**src/sv/assert_macros.svh**
```systemverilog
// ----------------------------------------------------------------------------
// Assertion macros
// Shared concurrent assertion wrappers; they compile away in synthesis.
// ----------------------------------------------------------------------------
`ifndef ASSERT_MACROS_SVH
`define ASSERT_MACROS_SVH

`ifndef SYNTHESIS

// Checks that a property holds at every clock edge outside reset.
`define ASSERT_PROP(lbl, clk_s, rst_s, prop) \
  lbl: assert property (@(posedge clk_s) disable iff (rst_s) (prop)) \
    else $error("assertion failed");

// Checks that an expression is never true outside reset.
`define ASSERT_NEVER(lbl, clk_s, rst_s, expr) \
  lbl: assert property (@(posedge clk_s) disable iff (rst_s) !(expr)) \
    else $error("forbidden condition seen");

`else

`define ASSERT_PROP(lbl, clk_s, rst_s, prop)
`define ASSERT_NEVER(lbl, clk_s, rst_s, expr)

`endif

`endif

```
**src/sv/nrmc_pkg.sv**
```systemverilog
// ----------------------------------------------------------------------------
// NMEA RMC checker package
// Character constants, parse phases and the result record of the checker.
// ----------------------------------------------------------------------------
`timescale 1ns / 1ps

package nrmc_pkg;

  // Characters of interest in a sentence.
  localparam logic [7:0] CHAR_DOLLAR = 8'h24;
  localparam logic [7:0] CHAR_STAR   = 8'h2A;
  localparam logic [7:0] CHAR_COMMA  = 8'h2C;
  localparam logic [7:0] CHAR_FIX_A  = 8'h41;

  // Parse phases: 0 to 6 walk the header, then the time field and status.
  typedef logic [3:0] phase_t;
  localparam phase_t PH_TIME_FIRST = 4'd7;
  localparam phase_t PH_TIME_REST  = 4'd8;
  localparam phase_t PH_STATUS     = 4'd9;
  localparam phase_t PH_DONE       = 4'd10;

  // Result of one message.
  typedef struct packed {
    logic       fix_lost;
    logic       fix_gained;
    logic       fix_held;
    logic [7:0] status_char;
    logic       rmc_status_present;
    logic       marker_seen;
    logic       checksum_ok;
  } rmc_result_t;

  localparam int RESULT_W = $bits(rmc_result_t);

  // Expected header "$GNRMC," one character at a time.
  function automatic logic [7:0] header_char(input logic [2:0] idx);
    logic [7:0] ch;
    case (idx)
      3'd0:    ch = 8'h24;
      3'd1:    ch = 8'h47;
      3'd2:    ch = 8'h4E;
      3'd3:    ch = 8'h52;
      3'd4:    ch = 8'h4D;
      3'd5:    ch = 8'h43;
      3'd6:    ch = 8'h2C;
      default: ch = 8'h00;
    endcase
    return ch;
  endfunction

endpackage

```
**src/sv/nrmc_core.sv**
```systemverilog
// ----------------------------------------------------------------------------
// NMEA RMC checker core
// Holds the per-message parse state and the kept fix flag, and works out the
// message result from the byte being consumed.
// ----------------------------------------------------------------------------
`timescale 1ns / 1ps

module nrmc_core (
  input  logic                 clk,
  input  logic                 rst,
  input  logic                 take,
  input  logic [7:0]           data_byte,
  input  logic                 end_of_message,
  output nrmc_pkg::rmc_result_t result
);
  import nrmc_pkg::*;

  // Per-message state.
  logic [7:0] running_xor, running_xor_next;
  logic [7:0] received_sum, received_sum_next;
  logic       after_marker, after_marker_next;
  logic       hex_done, hex_done_next;
  phase_t     parse_phase, parse_phase_next;
  logic       header_failed, header_failed_next;
  logic [7:0] captured_status, captured_status_next;
  logic       fix_flag, fix_flag_next;

  logic       hex_ok;
  logic [3:0] hex_val;
  logic       sum_ok;
  logic       present;
  logic       fix_new;

  // Hex digit decode, either case.
  always_comb begin
    hex_ok  = 1'b1;
    hex_val = 4'd0;
    if (data_byte >= 8'h30 && data_byte <= 8'h39) begin
      hex_val = 4'(data_byte - 8'h30);
    end else if (data_byte >= 8'h41 && data_byte <= 8'h46) begin
      hex_val = 4'(data_byte - 8'h37);
    end else if (data_byte >= 8'h61 && data_byte <= 8'h66) begin
      hex_val = 4'(data_byte - 8'h57);
    end else begin
      hex_ok = 1'b0;
    end
  end

  // Checksum accumulation and received value.
  always_comb begin
    running_xor_next  = running_xor;
    received_sum_next = received_sum;
    after_marker_next = after_marker;
    hex_done_next     = hex_done;
    if (!after_marker) begin
      if (data_byte == CHAR_DOLLAR) begin
        running_xor_next = '0;
      end else if (data_byte == CHAR_STAR) begin
        after_marker_next = 1'b1;
      end else begin
        running_xor_next = running_xor ^ data_byte;
      end
    end else if (!hex_done) begin
      if (!hex_ok) begin
        hex_done_next = 1'b1;
      end else begin
        received_sum_next = {received_sum[3:0], hex_val};
      end
    end
  end

  // Header, time field and status parsing.
  always_comb begin
    parse_phase_next     = parse_phase;
    header_failed_next   = header_failed;
    captured_status_next = captured_status;
    if (!header_failed && parse_phase < PH_DONE) begin
      if (parse_phase < PH_TIME_FIRST) begin
        if (data_byte == header_char(parse_phase[2:0])) begin
          parse_phase_next = parse_phase + 4'd1;
        end else begin
          header_failed_next = 1'b1;
        end
      end else if (parse_phase == PH_TIME_FIRST) begin
        if (data_byte == CHAR_COMMA) begin
          header_failed_next = 1'b1;
        end else begin
          parse_phase_next = PH_TIME_REST;
        end
      end else if (parse_phase == PH_TIME_REST) begin
        if (data_byte == CHAR_COMMA) begin
          parse_phase_next = PH_STATUS;
        end
      end else begin
        captured_status_next = data_byte;
        parse_phase_next     = PH_DONE;
      end
    end
  end

  // Message verdict and fix tracking.
  always_comb begin
    sum_ok        = after_marker_next && (running_xor_next == received_sum_next);
    present       = !header_failed_next && (parse_phase_next == PH_DONE);
    fix_new       = present && (captured_status_next == CHAR_FIX_A);
    fix_flag_next = sum_ok ? fix_new : fix_flag;

    result.checksum_ok        = sum_ok;
    result.marker_seen        = after_marker_next;
    result.rmc_status_present = present;
    result.status_char        = present ? captured_status_next : 8'h00;
    result.fix_held           = fix_flag_next;
    result.fix_gained         = sum_ok && fix_new && !fix_flag;
    result.fix_lost           = sum_ok && !fix_new && fix_flag;
  end

  // State registers; message state clears after each end of message.
  always_ff @(posedge clk) begin
    if (rst) begin
      running_xor     <= '0;
      received_sum    <= '0;
      after_marker    <= 1'b0;
      hex_done        <= 1'b0;
      parse_phase     <= '0;
      header_failed   <= 1'b0;
      captured_status <= '0;
      fix_flag        <= 1'b0;
    end else if (take) begin
      if (end_of_message) begin
        running_xor     <= '0;
        received_sum    <= '0;
        after_marker    <= 1'b0;
        hex_done        <= 1'b0;
        parse_phase     <= '0;
        header_failed   <= 1'b0;
        captured_status <= '0;
        fix_flag        <= fix_flag_next;
      end else begin
        running_xor     <= running_xor_next;
        received_sum    <= received_sum_next;
        after_marker    <= after_marker_next;
        hex_done        <= hex_done_next;
        parse_phase     <= parse_phase_next;
        header_failed   <= header_failed_next;
        captured_status <= captured_status_next;
      end
    end
  end

endmodule

```
**src/sv/nmea_rmc_checksum_fix_tracker_unit.sv**
```systemverilog
// ----------------------------------------------------------------------------
// NMEA RMC checksum and fix tracker
// The unit takes one message byte per transaction and gives one result
// transaction per message, on the byte marked by tlast. It accepts one byte
// every clock cycle: a byte is held in an input register, the checksum and
// header logic work on it there, and the message result lands in an output
// register when its last byte leaves the input register. Only a stalled
// output register holding back a second result stops the input; the
// per-byte state update is a single XOR, compare and phase step, which sets
// the rate at one byte per cycle.
// ----------------------------------------------------------------------------
`timescale 1ns / 1ps
`include "assert_macros.svh"

module nmea_rmc_checksum_fix_tracker_unit (
  input  logic        clk,
  input  logic        rst,
  input  logic        s_axis_tvalid,
  output logic        s_axis_tready,
  input  logic [7:0]  s_axis_tdata,   // [7:0] data_byte
  input  logic        s_axis_tlast,   // end_of_message
  output logic        m_axis_tvalid,
  input  logic        m_axis_tready,
  // [0] checksum_ok, [1] marker_seen, [2] rmc_status_present,
  // [10:3] status_char, [11] fix_held, [12] fix_gained, [13] fix_lost,
  // [15:14] zero
  output logic [15:0] m_axis_tdata
);
  import nrmc_pkg::*;

  // Input register.
  logic        in_valid;
  logic [7:0]  in_byte;
  logic        in_last;
  logic        out_free;
  logic        take;
  rmc_result_t core_result;
  rmc_result_t out_result;

  // A byte leaves the input register unless it closes a message and the
  // output register cannot take the result.
  assign out_free      = !m_axis_tvalid || m_axis_tready;
  assign take          = in_valid && (!in_last || out_free);
  assign s_axis_tready = !in_valid || take;

  always_ff @(posedge clk) begin
    if (rst) begin
      in_valid <= 1'b0;
    end else if (s_axis_tready) begin
      in_valid <= s_axis_tvalid;
    end
  end

  always_ff @(posedge clk) begin
    if (s_axis_tready && s_axis_tvalid) begin
      in_byte <= s_axis_tdata;
      in_last <= s_axis_tlast;
    end
  end

  // Parse and checksum logic.
  nrmc_core u_core (
    .clk            (clk),
    .rst            (rst),
    .take           (take),
    .data_byte      (in_byte),
    .end_of_message (in_last),
    .result         (core_result)
  );

  // Output register.
  always_ff @(posedge clk) begin
    if (rst) begin
      m_axis_tvalid <= 1'b0;
    end else if (take && in_last) begin
      m_axis_tvalid <= 1'b1;
    end else if (m_axis_tready) begin
      m_axis_tvalid <= 1'b0;
    end
  end

  always_ff @(posedge clk) begin
    if (take && in_last) begin
      out_result <= core_result;
    end
  end

  assign m_axis_tdata = {{(16 - RESULT_W){1'b0}}, out_result};

  // Checks on the result logic.
  `ASSERT_NEVER(a_pulses_exclusive, clk, rst,
    m_axis_tvalid && out_result.fix_gained && out_result.fix_lost)
  `ASSERT_PROP(a_gain_sets_fix, clk, rst,
    (m_axis_tvalid && out_result.fix_gained) |-> out_result.fix_held)
  `ASSERT_PROP(a_loss_clears_fix, clk, rst,
    (m_axis_tvalid && out_result.fix_lost) |-> !out_result.fix_held)
  `ASSERT_PROP(a_ok_needs_marker, clk, rst,
    (m_axis_tvalid && out_result.checksum_ok) |-> out_result.marker_seen)
  `ASSERT_PROP(a_result_follows_last, clk, rst,
    $rose(m_axis_tvalid) |-> $past(take && in_last))

endmodule
```
**config.mk**
```make
export PLATFORM = sky130hd
export DESIGN_NAME = nmea_rmc_checksum_fix_tracker_unit
export DESIGN_NICKNAME = d
export VERILOG_FILES = /design/src/sv/nrmc_pkg.sv /design/src/sv/nrmc_core.sv /design/src/sv/nmea_rmc_checksum_fix_tracker_unit.sv
export VERILOG_INCLUDE_DIRS = /design/src /design/src/sv
export SDC_FILE = /design/constraint.sdc
export NUM_CORES = 1
export LEC_CHECK = 0
export BUFFER_PORTS_ARGS = -buffer_cell sky130_fd_sc_hd__buf_2
export CAP_MARGIN = 20
export CORE_ASPECT_RATIO = 0.9
export CORE_MARGIN = 2
export CORE_UTILIZATION = 45
export CTS_CLUSTER_SIZE = 10
export DETAILED_ROUTE_END_ITERATION = 8
export PLACE_DENSITY = 0.68
export SYNTH_ARGS = -nofsm -noshare
export SYNTH_HDL_FRONTEND = slang
export SYNTH_SLANG_ARGS = --single-unit
export TNS_END_PERCENT = 50
```
**constraint.sdc**
```tcl
create_clock -name clk -period 3.8 [get_ports clk]
set_input_delay 0.76 -clock clk [delete_from_list [all_inputs] [get_ports clk]]
set_output_delay 0.76 -clock clk [all_outputs]
set_load 0.02 [all_outputs]
```
-- Yosys cells after proc, flatten, opt, wreduce, memory -nomap -nowiden
Cells that the tools add are included.
- input port bits: 13
- RAM bits: 0
- bits in registers: 57
- logic and storage cells: 123
- memory bits (read-only): 0
- output and inout port bits: 18
- memories kept: 0
- bits in latches: 0
- equality and inequality tests: 15
- $add $sub $neg: 4
- bitwise logic cells: 1
- reduce and logical (&&, ||, !) cells: 29
- mux-type cells: 47
- shift-type cells: 0
- divide/modulo/power cells: 0
- magnitude comparators: 8
- $mul: 0
- operators by type and width (operator ; number):
    two-way mux 8 bit ; 15
    case mux 7 bit (7 select lines) ; 1
    two-way mux 4 bit ; 11
    equality test 8 x 6 -> 1 bit (second input constant) ; 3
    two-way mux 1 bit ; 20
    equality test 8 bit ; 2
    greater-or-equal comparator 8 x 7 -> 1 bit (second input constant) ; 2
    less-or-equal comparator 8 x 7 -> 1 bit (second input constant) ; 2
    logical AND 1 bit ; 14
    equality test 3 bit (second input constant) ; 3
    equality test 4 bit (second input constant) ; 2
    equality test 8 x 7 -> 1 bit (second input constant) ; 1
    greater-or-equal comparator 8 x 6 -> 1 bit (second input constant) ; 1
    less-or-equal comparator 8 x 6 -> 1 bit (second input constant) ; 1
    subtractor 4 x 3 -> 4 bit (second input constant) ; 2
    XOR 8 bit ; 1
    zero test 1 bit ; 7
    equality test 3 x 2 -> 1 bit (second input constant) ; 2
    adder 4 x 1 -> 4 bit (second input constant) ; 1
    equality test 4 x 3 -> 1 bit (second input constant) ; 1
    < comparator 4 x 3 -> 1 bit (second input constant) ; 1
    < comparator 4 bit (second input constant) ; 1
    AND reduction 2 bit ; 2
    nonzero test 2 bit ; 2
    other kinds (4) ; 6

-- Depth between registers and ports, before layout
Gate-level depths: netlist of run 1.
- word-level depth: 14
- mapped depth: 12

-- Hierarchy
Synthesis of run 1 repeated with hierarchy kept, for this count alone.
- cell total of the unflattened synthesis: 387
- area total of the unflattened synthesis: 3514.6 sq um
- modules (own cells, without submodules) (module ; seq. area each (sq um) ; cells each ; area each (sq um) ; instances):
    nrmc_core ; 640.6 ; 349 ; 2701.3 ; 1
    nmea_rmc_checksum_fix_tracker_unit ; 730.7 ; 38 ; 813.3 ; 1

-- Worst setup path after synthesis of run 1
Ideal clock, no wire load.
- path type: register -> register
- start: reg u_core.parse_phase[0]
- end: reg out_result, in the netlist m_axis_tdata[13], data pin
- path slack: 0.585 ns
- path buffers: 1
- stages on the path, launching flop included: 12
- data required time: 3.545 ns
- clock period less this slack: 3.215 ns
- arrival time: 2.959 ns
- path through: dfxtp_1 clkbuf_1 inv_1 ha_1 or4_1 a21oi_1 a211oi_1 nor4_4 o21ai_2 o2bb2ai_2 or4_4 and3_1
- RTL lines (element ; RTL line ; RTL):
    start, declared ; nrmc_core.sv:23 ; phase_t parse_phase, parse_phase_next;
    start signal, assigned ; nrmc_core.sv:143 ; parse_phase <= parse_phase_next;
    end signal, assigned ; nmea_rmc_checksum_fix_tracker_unit.sv:84 ; out_result <= core_result;
    end, declared ; nmea_rmc_checksum_fix_tracker_unit.sv:38 ; rmc_result_t out_result;

-- Worst setup path after layout of run 1
- start: reg u_core.parse_phase[0]
- end: reg out_result, in the netlist m_axis_tdata[4], data pin
- longest elaborated chain between the ends: 10
- elaborated cells on any way between the ends: 35
- classes of those cells: add/sub: 1; order compare: 2; eq/ne: 10; mux: 18; reduce/logical: 4
- ends and longest elaborated chain (element ; RTL line ; RTL):
    equality test 3 bit, or another cell as far along ; nrmc_pkg.sv:38 ; case (idx)
    case mux 7 bit (7 select lines) ; nrmc_pkg.sv:38 ;
    two-way mux 8 bit ; nrmc_core.sv:78 ; if (parse_phase < PH_TIME_FIRST) begin
    two-way mux 8 bit ; nrmc_core.sv:77 ; if (!header_failed && parse_phase < PH_DONE) begin
    equality test 8 bit ; nrmc_core.sv:79 ; if (data_byte == header_char(parse_phase[2:0])) begin
    two-way mux 4 bit or two-way mux 1 bit (tied branches) ; nrmc_core.sv:79 ;
    two-way mux 4 bit or two-way mux 1 bit (tied branches) ; nrmc_core.sv:78 ;
    two-way mux 4 bit or two-way mux 1 bit (tied branches) ; nrmc_core.sv:77 ;
    equality test 4 bit or zero test 1 bit (tied branches) ; nrmc_core.sv:104 ; present = !header_failed_next && (parse_phase_next == PH_DONE);
    logical AND 1 bit ; nrmc_core.sv:104 ;
Several ways; a longest one is shown, not always the timed one. The select of a mux whose other input is x is not followed.
A chain may end at the register's enable or synchronous reset.

==> impl_metrics.env, run 1 <==
export IMPL_die_area_um2=8139
export IMPL_grt_pass1_vias=2717
export IMPL_ant_nets=0
export IMPL_synth_edff_count=23
export IMPL_finish_utilization_pct=52.83
export IMPL_ys_seq_area_share_pct=41.00
export IMPL_fin_crit_ns=3.313
export IMPL_routed_wl_um=8209
export IMPL_pre_cts_slack_ns=0.5112
export IMPL_cts_max_level=3
export IMPL_setup_tns_final_ns=0
export IMPL_viasPerCell=5.766
export IMPL_status="finished clean"
export IMPL_hold_ws_ns=0.5163
export IMPL_maxSlewHeadroom_pct=38.25
export IMPL_end_kind="flop"
export IMPL_r2r_start="u_core.parse_phase[0]$_SDFFE_PP0P_"
export IMPL_fin_cells=499
export IMPL_rows=29
export IMPL_ys_top_cells_by_area="edfxtp_1, dfxtp_1, nor2_1"
export IMPL_drive_gt1_share_pct=18.23
export IMPL_critical_path_max_stage_delay_ns=0.66
export IMPL_synth_largest_area_cell="edfxtp_1"
export IMPL_syn2layout_area_growth_pct=12.35
export IMPL_first_pass_iters=4
export IMPL_use_met2_pct=32.24
export IMPL_cts_resized=0
export IMPL_ctsHoldBuffers=0
export IMPL_ys_seq_elements=57
export IMPL_path_cells="buf_4 > ha_1 > or3_1 > a21oi_2 > xnor2_1 > nor4_4 > mux2i_1 > o221ai_1 > or4_1 > nor2_2"
export IMPL_ys_async_sr_fraction_pct=0
export IMPL_initialDrtViolationCount=176
export IMPL_worstSetupPathType="reg -> reg"
export IMPL_syn_inst=370
export IMPL_gp_congestion=0.8949
export IMPL_place_area_um2=3596
export IMPL_postCtsSetupBuffers=0
export IMPL_dpl_cell_count=483
export IMPL_critPathLaunchType="flop"
export IMPL_post_drt_wl_per_cell_um=16.45
export IMPL_ys_flop_type="dfxtp_1"
export IMPL_core_area_um2=7112
export IMPL_min_from="u_core.received_sum[5]$_SDFFE_PP0P_"
export IMPL_cp_num_buf_inv=1
export IMPL_cp_max_fo=9
export IMPL_irDropWorstVdd_v=0.0002415
export IMPL_path_delay_family="simple AND/OR/NAND/NOR gates"
export IMPL_grt_setup_unrepaired="no"
export IMPL_setup_ws_ns=0.4871
export IMPL_track_usage_pct=21.07
export IMPL_grt_max_degree=36
export IMPL_vias=2877
export IMPL_die_h_um=85.79
export IMPL_post_route_cell_area_um2=3757
export IMPL_grt_pass1_wl_um=13150
export IMPL_hold_viol_final=0
export IMPL_ys_warn_count=0
export IMPL_powerDensity_nw_per_um2=334.7
export IMPL_finalSetupViolations=0
export IMPL_crit_start="u_core.parse_phase[0]$_SDFFE_PP0P_"
export IMPL_fin_skew_ns=0.01020
export IMPL_use_met3_pct=4.042
export IMPL_post_dp_hpwl_um=5840
export IMPL_hold_class="reg -> reg"
export IMPL_antenna_found_initial=0
export IMPL_cts_buffer_depth=2
export IMPL_leakage_nw=1.477
export IMPL_pin_count=31
export IMPL_arrival_ns=3.50
export IMPL_grt_overflow=0
export IMPL_avgSynthCellArea_um2=9.039
export IMPL_cts_tree="done"
export IMPL_port_buffers=28
export IMPL_start_util_pct=47.03
export IMPL_cts_root_buffer="clkbuf_8"
export IMPL_worstPathRequired_ns=3.99
export IMPL_drc=0
export IMPL_critPathSlowestCell="or4_1"
export IMPL_clk_latency_ns=0.33
export IMPL_cts_sinks=57
export IMPL_dieWidth_um=94.88
export IMPL_grt_use_met1_pct=29.37
export IMPL_p_total_mw=1.258
export IMPL_numCtsBuffers=9
export IMPL_path_clk_slew_ns=0.06
export IMPL_maxCapViolCount=0
export IMPL_yosys_area_top_type_share_pct=20.65
export IMPL_max_clock_freq_mhz=301.9
export IMPL_period_share_pct=87.18
export IMPL_diodes=0
export IMPL_gr_max_usage_layer="met2"
export IMPL_worstMarginPinSlew_ns=0.9219
export IMPL_syn_area_um2=3344
export IMPL_synth_distinct_cells=63
export IMPL_fin_nets=423
export IMPL_slew_viol_final=0
-- cells by family after synthesis --
| family | Yosys count | synth area share (%) |
|---|---|---|
| flops | 57 | 41.00 |
| buf+inv | 35 | 4.639 |
| mux | 18 | 5.424 |
| fa+ha+maj | 10 | 3.666 |
| simple gates | 144 | 22.75 |
| xor+xnor | 15 | 3.928 |
| compound gates | 90 | 18.48 |
| other cells | 1 | 0.1121 |
-- cell usage in the layout (no fill, tap or decap), types with 4 or more instances in the layout --
cell type / instances
edfxtp_1: 23
nand4_1: 4
buf_2: 28
inv_1: 13
nor3_1: 9
a31oi_1: 7
buf_4: 13
a21o_1: 4
nor2b_1: 5
ha_1: 9
nand2_1: 17
xnor2_1: 8
nor2_2: 8
mux2i_1: 17
clkbuf_8: 10
clkbuf_1: 5
xor2_1: 7
dfxtp_1: 34
nand3b_1: 4
nor2_1: 60
o21ai_0: 14
a22oi_1: 21
nand3_1: 7
a21oi_1: 19
-- flip-flops by register name (all words and copies together), names as in the netlist --
register / count
m_axis_tdata: 14
in_byte: 8
u_core.captured_status: 8
u_core.received_sum: 8
u_core.running_xor: 8
u_core.parse_phase: 4
in_last: 1
in_valid: 1
m_axis_tvalid: 1
u_core.after_marker: 1
u_core.fix_flag: 1
u_core.header_failed: 1
u_core.hex_done: 1
-- area by class of cell --
class	instances	area, um^2
fillers	679	3354
multi-input cells	279	1822
flip-flops and latches	57	1371
inverters	13	48.80
repair buffers	41	237.7
clock buffers	15	156.4
clock inverters	1	5.005
well taps	93	116.4
-- per-layer routing --
layer / vias to the layer above / routed length, um
li1: 1407 / -
met2: 100 / 3679
met1: 1354 / 3891
met3: 16 / 477
met4: 0 / 161
met5: - / 0
-- power by group --
group	internal, mW	total [mW]	leakage, nW	switching, mW
Clock	0.255	0.477	0.0817	0.222
Sequential	0.649	0.666	0.496	0.0172
Combinational	0.0403	0.114	0.900	0.0742
-- final timing paths --
path	end	slack, ns	depth (start not counted)
max	m_axis_tdata[4]$_SDFFCE_PN0P_	0.49	10
min	u_core.received_sum[5]$_SDFFE_PP0P_	0.52	2
max reg2reg	m_axis_tdata[4]$_SDFFCE_PN0P_	0.49	10
min reg2reg	u_core.received_sum[5]$_SDFFE_PP0P_	0.52	2
-- synth_stat cells (3+ instances only) --
master    number
nor3_1         9
ha_1           9
inv_1         13
xnor2_1        8
nor2b_1        5
nor2_1        60
clkbuf_1      12
nor4b_1        3
a31oi_1        7
nand3_1        7
edfxtp_1      23
a21o_1         4
dfxtp_1       34
a21oi_1       19
or4_1          3
o21ai_0       14
xor2_1         7
nor3b_1        3
mux2i_1       17
nand4_1        4
nand2_1       17
o211ai_1       3
a22oi_1       21
buf_2          6
nor2_2         8
nand2b_1       3
nand3b_1       4
-- tightest hold or removal path, stage by stage (launching register included) --
cell,delay [ns]
dfxtp_1,0.32
a22oi_1,0.08
nor2_1,0.08
(Power assumes the default switching activity.)
==> run 2, diff against run 1 <==
--- a/config.mk
+++ b/config.mk
@@ -6,6 +6,7 @@
 export SDC_FILE = /design/constraint.sdc
 export NUM_CORES = 1
 export LEC_CHECK = 0
+export ABC_AREA = 1
 export BUFFER_PORTS_ARGS = -buffer_cell sky130_fd_sc_hd__buf_2
 export CAP_MARGIN = 20
 export CORE_ASPECT_RATIO = 0.9
@@ -14,6 +15,8 @@
 export CTS_CLUSTER_SIZE = 10
 export DETAILED_ROUTE_END_ITERATION = 8
 export PLACE_DENSITY = 0.68
+export SETUP_SLACK_MARGIN = 0.2
+export SLEW_MARGIN = 15
 export SYNTH_ARGS = -nofsm -noshare
 export SYNTH_HDL_FRONTEND = slang
 export SYNTH_SLANG_ARGS = --single-unit
==> run 2 against run 1 <==
Clock-buffer cell count fell by 6. Worst hold slack got worse by 0.050 ns. Critical path depth rose by 6. Via count rose by 8.4%. First-iteration DRC count rose by 10%. Combinational power fell by 5%. Die area rose by 1.6%. Synthesized cell count rose by 30%. Critical endpoint is now m_axis_tdata[13]$_DFFE_PP_.
==> impl_metrics.env, run 2 <==
export IMPL_status="finished clean"
export IMPL_clk_latency_ns=0.35
export IMPL_finalSetupViolations=0
export IMPL_grt_max_degree=32
export IMPL_p_switching_uw=367.7
export IMPL_place_area_um2=3608
export IMPL_synth_edff_count=23
export IMPL_layout_commonest_cell="nand2_1"
export IMPL_cts_buffer_depth=2
export IMPL_yosys_area_top_type_share_pct=20.31
export IMPL_track_usage_pct=20.64
export IMPL_ys_flop_type="dfxtp_1"
export IMPL_cts_max_level=3
export IMPL_grt_pass1_vias=2760
export IMPL_syn_inst=480
export IMPL_crit_start="u_core.parse_phase[0]$_SDFFE_PP0P_"
export IMPL_cp_max_fo=8
export IMPL_fin_crit_ns=3.175
export IMPL_powerDensity_nw_per_um2=371.6
export IMPL_first_pass_iters=5
export IMPL_worstPathRequired_ns=3.89
export IMPL_ys_seq_area_share_pct=40.32
export IMPL_cts_sinks=57
export IMPL_multiInputGateArea_um2=1697
export IMPL_die_area_um2=8270
export IMPL_synth_common_cells="nand2_1, inv_1, nand3_1, nor2_1, dfxtp_1"
export IMPL_antenna_found_initial=0
export IMPL_r2r_start="u_core.parse_phase[0]$_SDFFE_PP0P_"
export IMPL_ys_warn_count=0
export IMPL_routed_wl_um=8064
export IMPL_nFillCells=721
export IMPL_hold_class="reg -> reg"
export IMPL_path_clk_slew_ns=0.08
export IMPL_worstMarginPinSlew_ns=0.6382
export IMPL_post_route_cell_area_um2=3835
export IMPL_irDropWorstVdd_v=0.0002674
export IMPL_avgSynthCellArea_um2=7.085
export IMPL_max_clock_freq_mhz=314.9
export IMPL_numCtsBuffers=9
export IMPL_vias=3119
export IMPL_port_buffers=28
export IMPL_die_h_um=86.47
export IMPL_postCtsSetupBuffers=0
export IMPL_ant_nets=0
export IMPL_end_kind="flop"
export IMPL_post_drt_wl_per_cell_um=13.24
export IMPL_syn_area_um2=3401
export IMPL_viasPerCell=5.122
export IMPL_cts_root_buffer="clkbuf_8"
export IMPL_min_from="u_core.running_xor[5]$_SDFFE_PP0P_"
export IMPL_synth_largest_area_cell="edfxtp_1"
export IMPL_fin_nets=530
export IMPL_ctsHoldBuffers=0
export IMPL_swShare_pct=25.80
export IMPL_cts_tree="done"
export IMPL_drive_gt1_share_pct=16.57
export IMPL_period_share_pct=83.56
export IMPL_maxCapViolCount=0
export IMPL_ys_top_cells_by_area="edfxtp_1, dfxtp_1, nand2_1"
export IMPL_core_area_um2=7432
export IMPL_setup_tns_final_ns=0
export IMPL_initialDrtViolationCount=194
export IMPL_fin_skew_ns=0.01041
export IMPL_path_delay_family="simple AND/OR/NAND/NOR gates"
export IMPL_slew_viol_final=0
export IMPL_yosysMostFrequentCell="nand2_1"
export IMPL_arrival_ns=3.26
export IMPL_diodes=0
export IMPL_critPathLaunchType="flop"
export IMPL_grt_setup_unrepaired="no"
export IMPL_post_dp_hpwl_um=5744
export IMPL_cts_resized=0
export IMPL_cp_num_buf_inv=3
export IMPL_grt_pass1_wl_um=13120
export IMPL_p_total_mw=1.425
export IMPL_power_frac_comb_pct=7.6
export IMPL_pwr_share_clk_pct=45.8
export IMPL_worstSetupPathType="reg -> reg"
export IMPL_ff_latch_area_um2=1371
export IMPL_p_int_mw=1.057
export IMPL_pin_count=31
export IMPL_dieWidth_um=95.64
export IMPL_maxSlewHeadroom_pct=57.29
export IMPL_final_cell_mix="nand2_1, inv_1, nand3_1, nor2_1, dfxtp_1"
export IMPL_grt_overflow=0
export IMPL_crit_path_frequent_cell="nand3_1"
export IMPL_gp_congestion=0.8422
export IMPL_drc=0
export IMPL_hold_viol_final=0
export IMPL_start_util_pct=45.76
export IMPL_ys_async_sr_fraction_pct=0
export IMPL_ys_seq_elements=57
export IMPL_leakage_nw=1.739
export IMPL_rows=30
export IMPL_largest_reg_flops=14
export IMPL_synth_distinct_cells=36
export IMPL_path_cells="inv_1 > ha_1 > o21ai_0 > nand3_1 > nand3_1 > nand3_1 > nor2_2 > nand3_1 > nand2_1 > nand2_1 > inv_2 > nand2_1 > nor2_4 > inv_2 > nor2_2 > a21oi_1"
export IMPL_p_seq_share_pct=46.7
export IMPL_critPathSlowestCell="dfxtp_1"
export IMPL_syn2layout_area_growth_pct=12.77
export IMPL_critical_path_max_stage_delay_ns=0.52
## run 2: changes by cell type after synthesis, sizes merged, moves of 6 or more
cell   previous run  this run
inv              13        68
a31oi             7         0
xnor2             8         2
nand2            17       156
mux2i            17         0
o21ai            16        26
nor3              9         3
nor2             68        41
nand3             7        47
a22oi            21         0
a21oi            20        31
## run 2: layout make-up
| class | count | share of cell area, % |
|---|---|---|
| Timing Repair Buffer | 31 | 4.241 |
| Sequential cell | 57 | 35.76 |
| Multi-Input combinational cell | 341 | 44.24 |
| Tap cell | 96 | 3.132 |
| Clock buffer | 9 | 3.230 |
| Clock inverter | 7 | 2.675 |
| Inverter | 68 | 6.721 |
## run 2: metrics by stage
stage / instances / hold slack [ns] / util [%] / setup WS (ns)
2_1_floorplan: 481 / 0.4453 / - / 1.358
3_3_place_gp: 593 / 0.4527 / 48.55 / 0.7765
3_5_place_dp: 593 / 0.4560 / 48.55 / 0.7812
4_1_cts: 609 / 0.4668 / 51.60 / 0.7611
5_1_grt: 609 / 0.5008 / 51.60 / 0.4563
6_report: 609 / 0.4664 / 51.60 / 0.6247
## run 2: worst min-delay path, cell delays in order (launching register included)
cell and delay, ns:
dfxtp_1 0.31, nand2_1 0.06, a21oi_1 0.05
## run 2: power by group through the flow
stage          clock [mW]  combinational [mW]  sequential [mW]
2_1_floorplan           0              0.0818            0.672
3_3_place_gp            0               0.106            0.678
3_5_place_dp            0               0.107            0.678
4_1_cts             0.665               0.107            0.664
5_1_grt             0.689               0.122            0.666
6_report            0.652               0.108            0.665
## run 2: cell families (layout without fill, tap and decap cells)
| group | count (synthesis) | in the layout | synth area share, % |
|---|---|---|---|
| adders and majority gates | 9 | 9 | 3.311 |
| buffers and inverters | 83 | 115 | 9.897 |
| other | 1 | 2 | 0.1103 |
| and+or+nand+nor | 256 | 256 | 33.85 |
| AOI/OAI and AO/OA | 66 | 66 | 10.45 |
| DFF | 57 | 57 | 40.32 |
| xor gates and xnor gates | 8 | 8 | 2.060 |
## run 2: routing by layer
layer | part of all wire (%) | GRT usage [%] | wire (um) | up-vias
li1 | - | - | - | 1600
met1 | 46 | 27.99 | 3679 | 1372
met2 | 46 | 32.36 | 3675 | 131
met3 | 7.0 | 5.304 | 563 | 16
met4 | 1.8 | 6.494 | 146 | 0
met5 | 0 | 0 | 0 | -
## run 2: worst paths after layout
check / endpoint / slack, ns / depth (start not counted)
max reg2reg: m_axis_tdata[13]$_DFFE_PP_ / 0.62 / 16
max: m_axis_tdata[13]$_DFFE_PP_ / 0.62 / 16
min reg2reg: u_core.running_xor[5]$_SDFFE_PP0P_ / 0.47 / 2
min: u_core.running_xor[5]$_SDFFE_PP0P_ / 0.47 / 2
==> run 3, diff against run 2 <==
==> constraint.sdc (replaced) <==
create_clock -name clk -period 3.05 [get_ports clk]
set_input_delay 0.61 -clock clk [delete_from_list [all_inputs] [get_ports clk]]
set_output_delay 0.61 -clock clk [all_outputs]
set_load 0.02 [all_outputs]
==> run 3 against run 2 <==
Critical path depth unchanged. Fmax increased by 23%. Global-route usage grew 0.99 points. Register-to-register slack worse by 0.16 ns. Routed wire length is 0.72% higher. Cell area is 0.88% higher. Final cell count increased by 0.66%. Via count shrank 0.16%. Worst setup slack got worse by 0.16 ns. Clock-buffer cell count grew 1. Non-clock buffer count increased by 4. Largest cell class unchanged. Highest routed layer unchanged.
==> impl_metrics.env, run 3 (same netlist as run 2, synthesis figures left out) <==
export IMPL_status="finished clean"
export IMPL_hold_viol_final=0
export IMPL_worstSetupPathType="reg -> reg"
export IMPL_path_clk_slew_ns=0.07
export IMPL_core_area_um2=7432
export IMPL_ant_nets=0
export IMPL_viasPerCell=5.080
export IMPL_maxCapViolCount=0
export IMPL_setup_tns_final_ns=0
export IMPL_numCtsBuffers=9
export IMPL_postCtsSetupBuffers=0
export IMPL_start_util_pct=45.76
export IMPL_vias=3114
export IMPL_gp_congestion=0.8816
export IMPL_post_drt_wl_per_cell_um=13.25
export IMPL_initialDrtViolationCount=178
export IMPL_irDropWorstVdd_v=0.0002733
export IMPL_grt_pass1_wl_um=13680
export IMPL_grt_max_degree=32
export IMPL_track_usage_pct=21.64
export IMPL_cts_buffer_depth=2
export IMPL_finalSetupViolations=0
export IMPL_drive_gt1_share_pct=19.15
export IMPL_cts_tree="done"
export IMPL_die_area_um2=8270
export IMPL_leakage_nw=1.745
export IMPL_critical_path_max_stage_delay_ns=0.42
export IMPL_path_cells="ha_1 > ha_1 > xnor2_2 > nand3_1 > nor2_1 > nand3_2 > nor2_4 > nand3_1 > nand2_1 > nand2_1 > inv_2 > nand2_1 > nor2_4 > inv_2 > nor2_2 > a21oi_1"
export IMPL_ctsHoldBuffers=0
export IMPL_powerDensity_nw_per_um2=425.4
export IMPL_post_route_cell_area_um2=3869
export IMPL_clk_latency_ns=0.34
export IMPL_cp_max_fo=11
export IMPL_fin_nets=534
export IMPL_largest_reg_flops=14
export IMPL_grt_pass1_vias=2923
export IMPL_post_dp_hpwl_um=5873
export IMPL_hold_class="in -> reg"
export IMPL_final_cell_mix="nand2_1, inv_1, nand3_1, nor2_1, dfxtp_1"
export IMPL_critPathLaunchType="flop"
export IMPL_diodes=0
export IMPL_maxSlewHeadroom_pct=43.76
export IMPL_fin_crit_ns=2.584
export IMPL_worstPathRequired_ns=3.13
export IMPL_first_pass_iters=5
export IMPL_antenna_found_initial=0
export IMPL_finish_utilization_pct=52.05
export IMPL_grt_setup_unrepaired="no"
export IMPL_fin_skew_ns=0.007484
export IMPL_end_kind="flop"
export IMPL_period_share_pct=84.73
export IMPL_max_clock_freq_mhz=387.0
export IMPL_port_buffers=28
export IMPL_layout_commonest_cell="nand2_1"
export IMPL_critPathSlowestCell="dfxtp_4"
export IMPL_grt_overflow=0
export IMPL_dieWidth_um=95.64
export IMPL_cts_max_level=3
export IMPL_routed_wl_um=8122
export IMPL_worstMarginPinSlew_ns=0.8404
export IMPL_slew_viol_final=0
export IMPL_setup_ws_ns=0.4658
export IMPL_place_area_um2=3638
export IMPL_arrival_ns=2.66
export IMPL_cts_root_buffer="clkbuf_8"
export IMPL_crit_path_frequent_cell="nand2_1"
export IMPL_die_h_um=86.47
export IMPL_rows=30
export IMPL_cts_sinks=57
export IMPL_drc=0
export IMPL_pre_cts_slack_ns=0.2045
export IMPL_pin_count=31
export IMPL_syn2layout_area_growth_pct=13.76
[run 3: cell types whose count changed in the layout (fill, tap and decap cells not counted), moves of 2 or more]
| cell | delta |
|---|---|
| inv_6 | -2 |
| dfxtp_2 | +2 |
| dfxtp_1 | -3 |
| clkinv_2 | +2 |
| buf_4 | +4 |
| nand3_1 | -2 |
| clkinv_4 | -2 |
| nand3_2 | +2 |
| ha_1 | -2 |
| ha_2 | +2 |
[run 3: metal layers]
layer | up-vias | GRT usage (%) | routed length, um | part of all wire [%]
li1 | 1602 | - | - | -
met1 | 1397 | 27.83 | 3768 | 46
met2 | 103 | 35.28 | 3786 | 47
met3 | 12 | 4.783 | 435 | 5.4
met4 | 0 | 8.701 | 131 | 1.6
met5 | - | 0 | 0 | 0
[run 3: path summary, 6_finish.rpt]
path	endpoint	depth (start not counted)	slack, ns	startpoint
setup / recovery	m_axis_tdata[13]$_DFFE_PP_	16	0.47	u_core.parse_phase[1]$_SDFFE_PP0P_
hold / removal	in_byte[6]$_DFFE_PP_	1	0.45	s_axis_tdata[6]
setup reg to reg	m_axis_tdata[13]$_DFFE_PP_	16	0.47	u_core.parse_phase[1]$_SDFFE_PP0P_
hold reg to reg	u_core.running_xor[5]$_SDFFE_PP0P_	2	0.47	u_core.running_xor[5]$_SDFFE_PP0P_
[run 3: what timing repair did]
action / in CTS / in global routing
resized for setup: 2 / 13
endpoints found under the setup margin: 1 / 12
cloned: 0 / 0
pin swaps: 0 / 2
[run 3: power breakdown]
group	total, mW	switching [mW]	internal (mW)
logic	0.144	0.0973	0.0464
registers	0.825	0.0189	0.806
clock network	0.677	0.306	0.371
total	1.65	0.422	1.22
[run 3: layout make-up]
class / instances / area [um^2]
multi-input cells: 341 / 1734
flip-flops and latches: 57 / 1378
repair buffers: 35 / 192.7
fillers: 742 / 3563
clock inverters: 6 / 58.81
well taps: 96 / 120.1
inverters: 68 / 257.7
clock buffers: 10 / 127.6
[run 3: critical path, delay by kind of cell, from the launching register on]
family          cells  cell delay (ns)
simple gates       10             1.13
fa+ha+maj           2             0.47
flops               1             0.42
buf+inv             2             0.13
xor+xnor            1             0.12
compound gates      1             0.07
[run 3: per-stage QoR]
stage / hold slack, ns / power, mW / instances
2_1_floorplan: 0.4453 / 0.9390 / 481
3_3_place_gp: 0.4524 / 0.9806 / 597
3_5_place_dp: 0.4562 / 0.9828 / 597
4_1_cts: 0.4318 / 1.660 / 613
5_1_grt: 0.4307 / 1.715 / 613
6_report: 0.4459 / 1.646 / 613
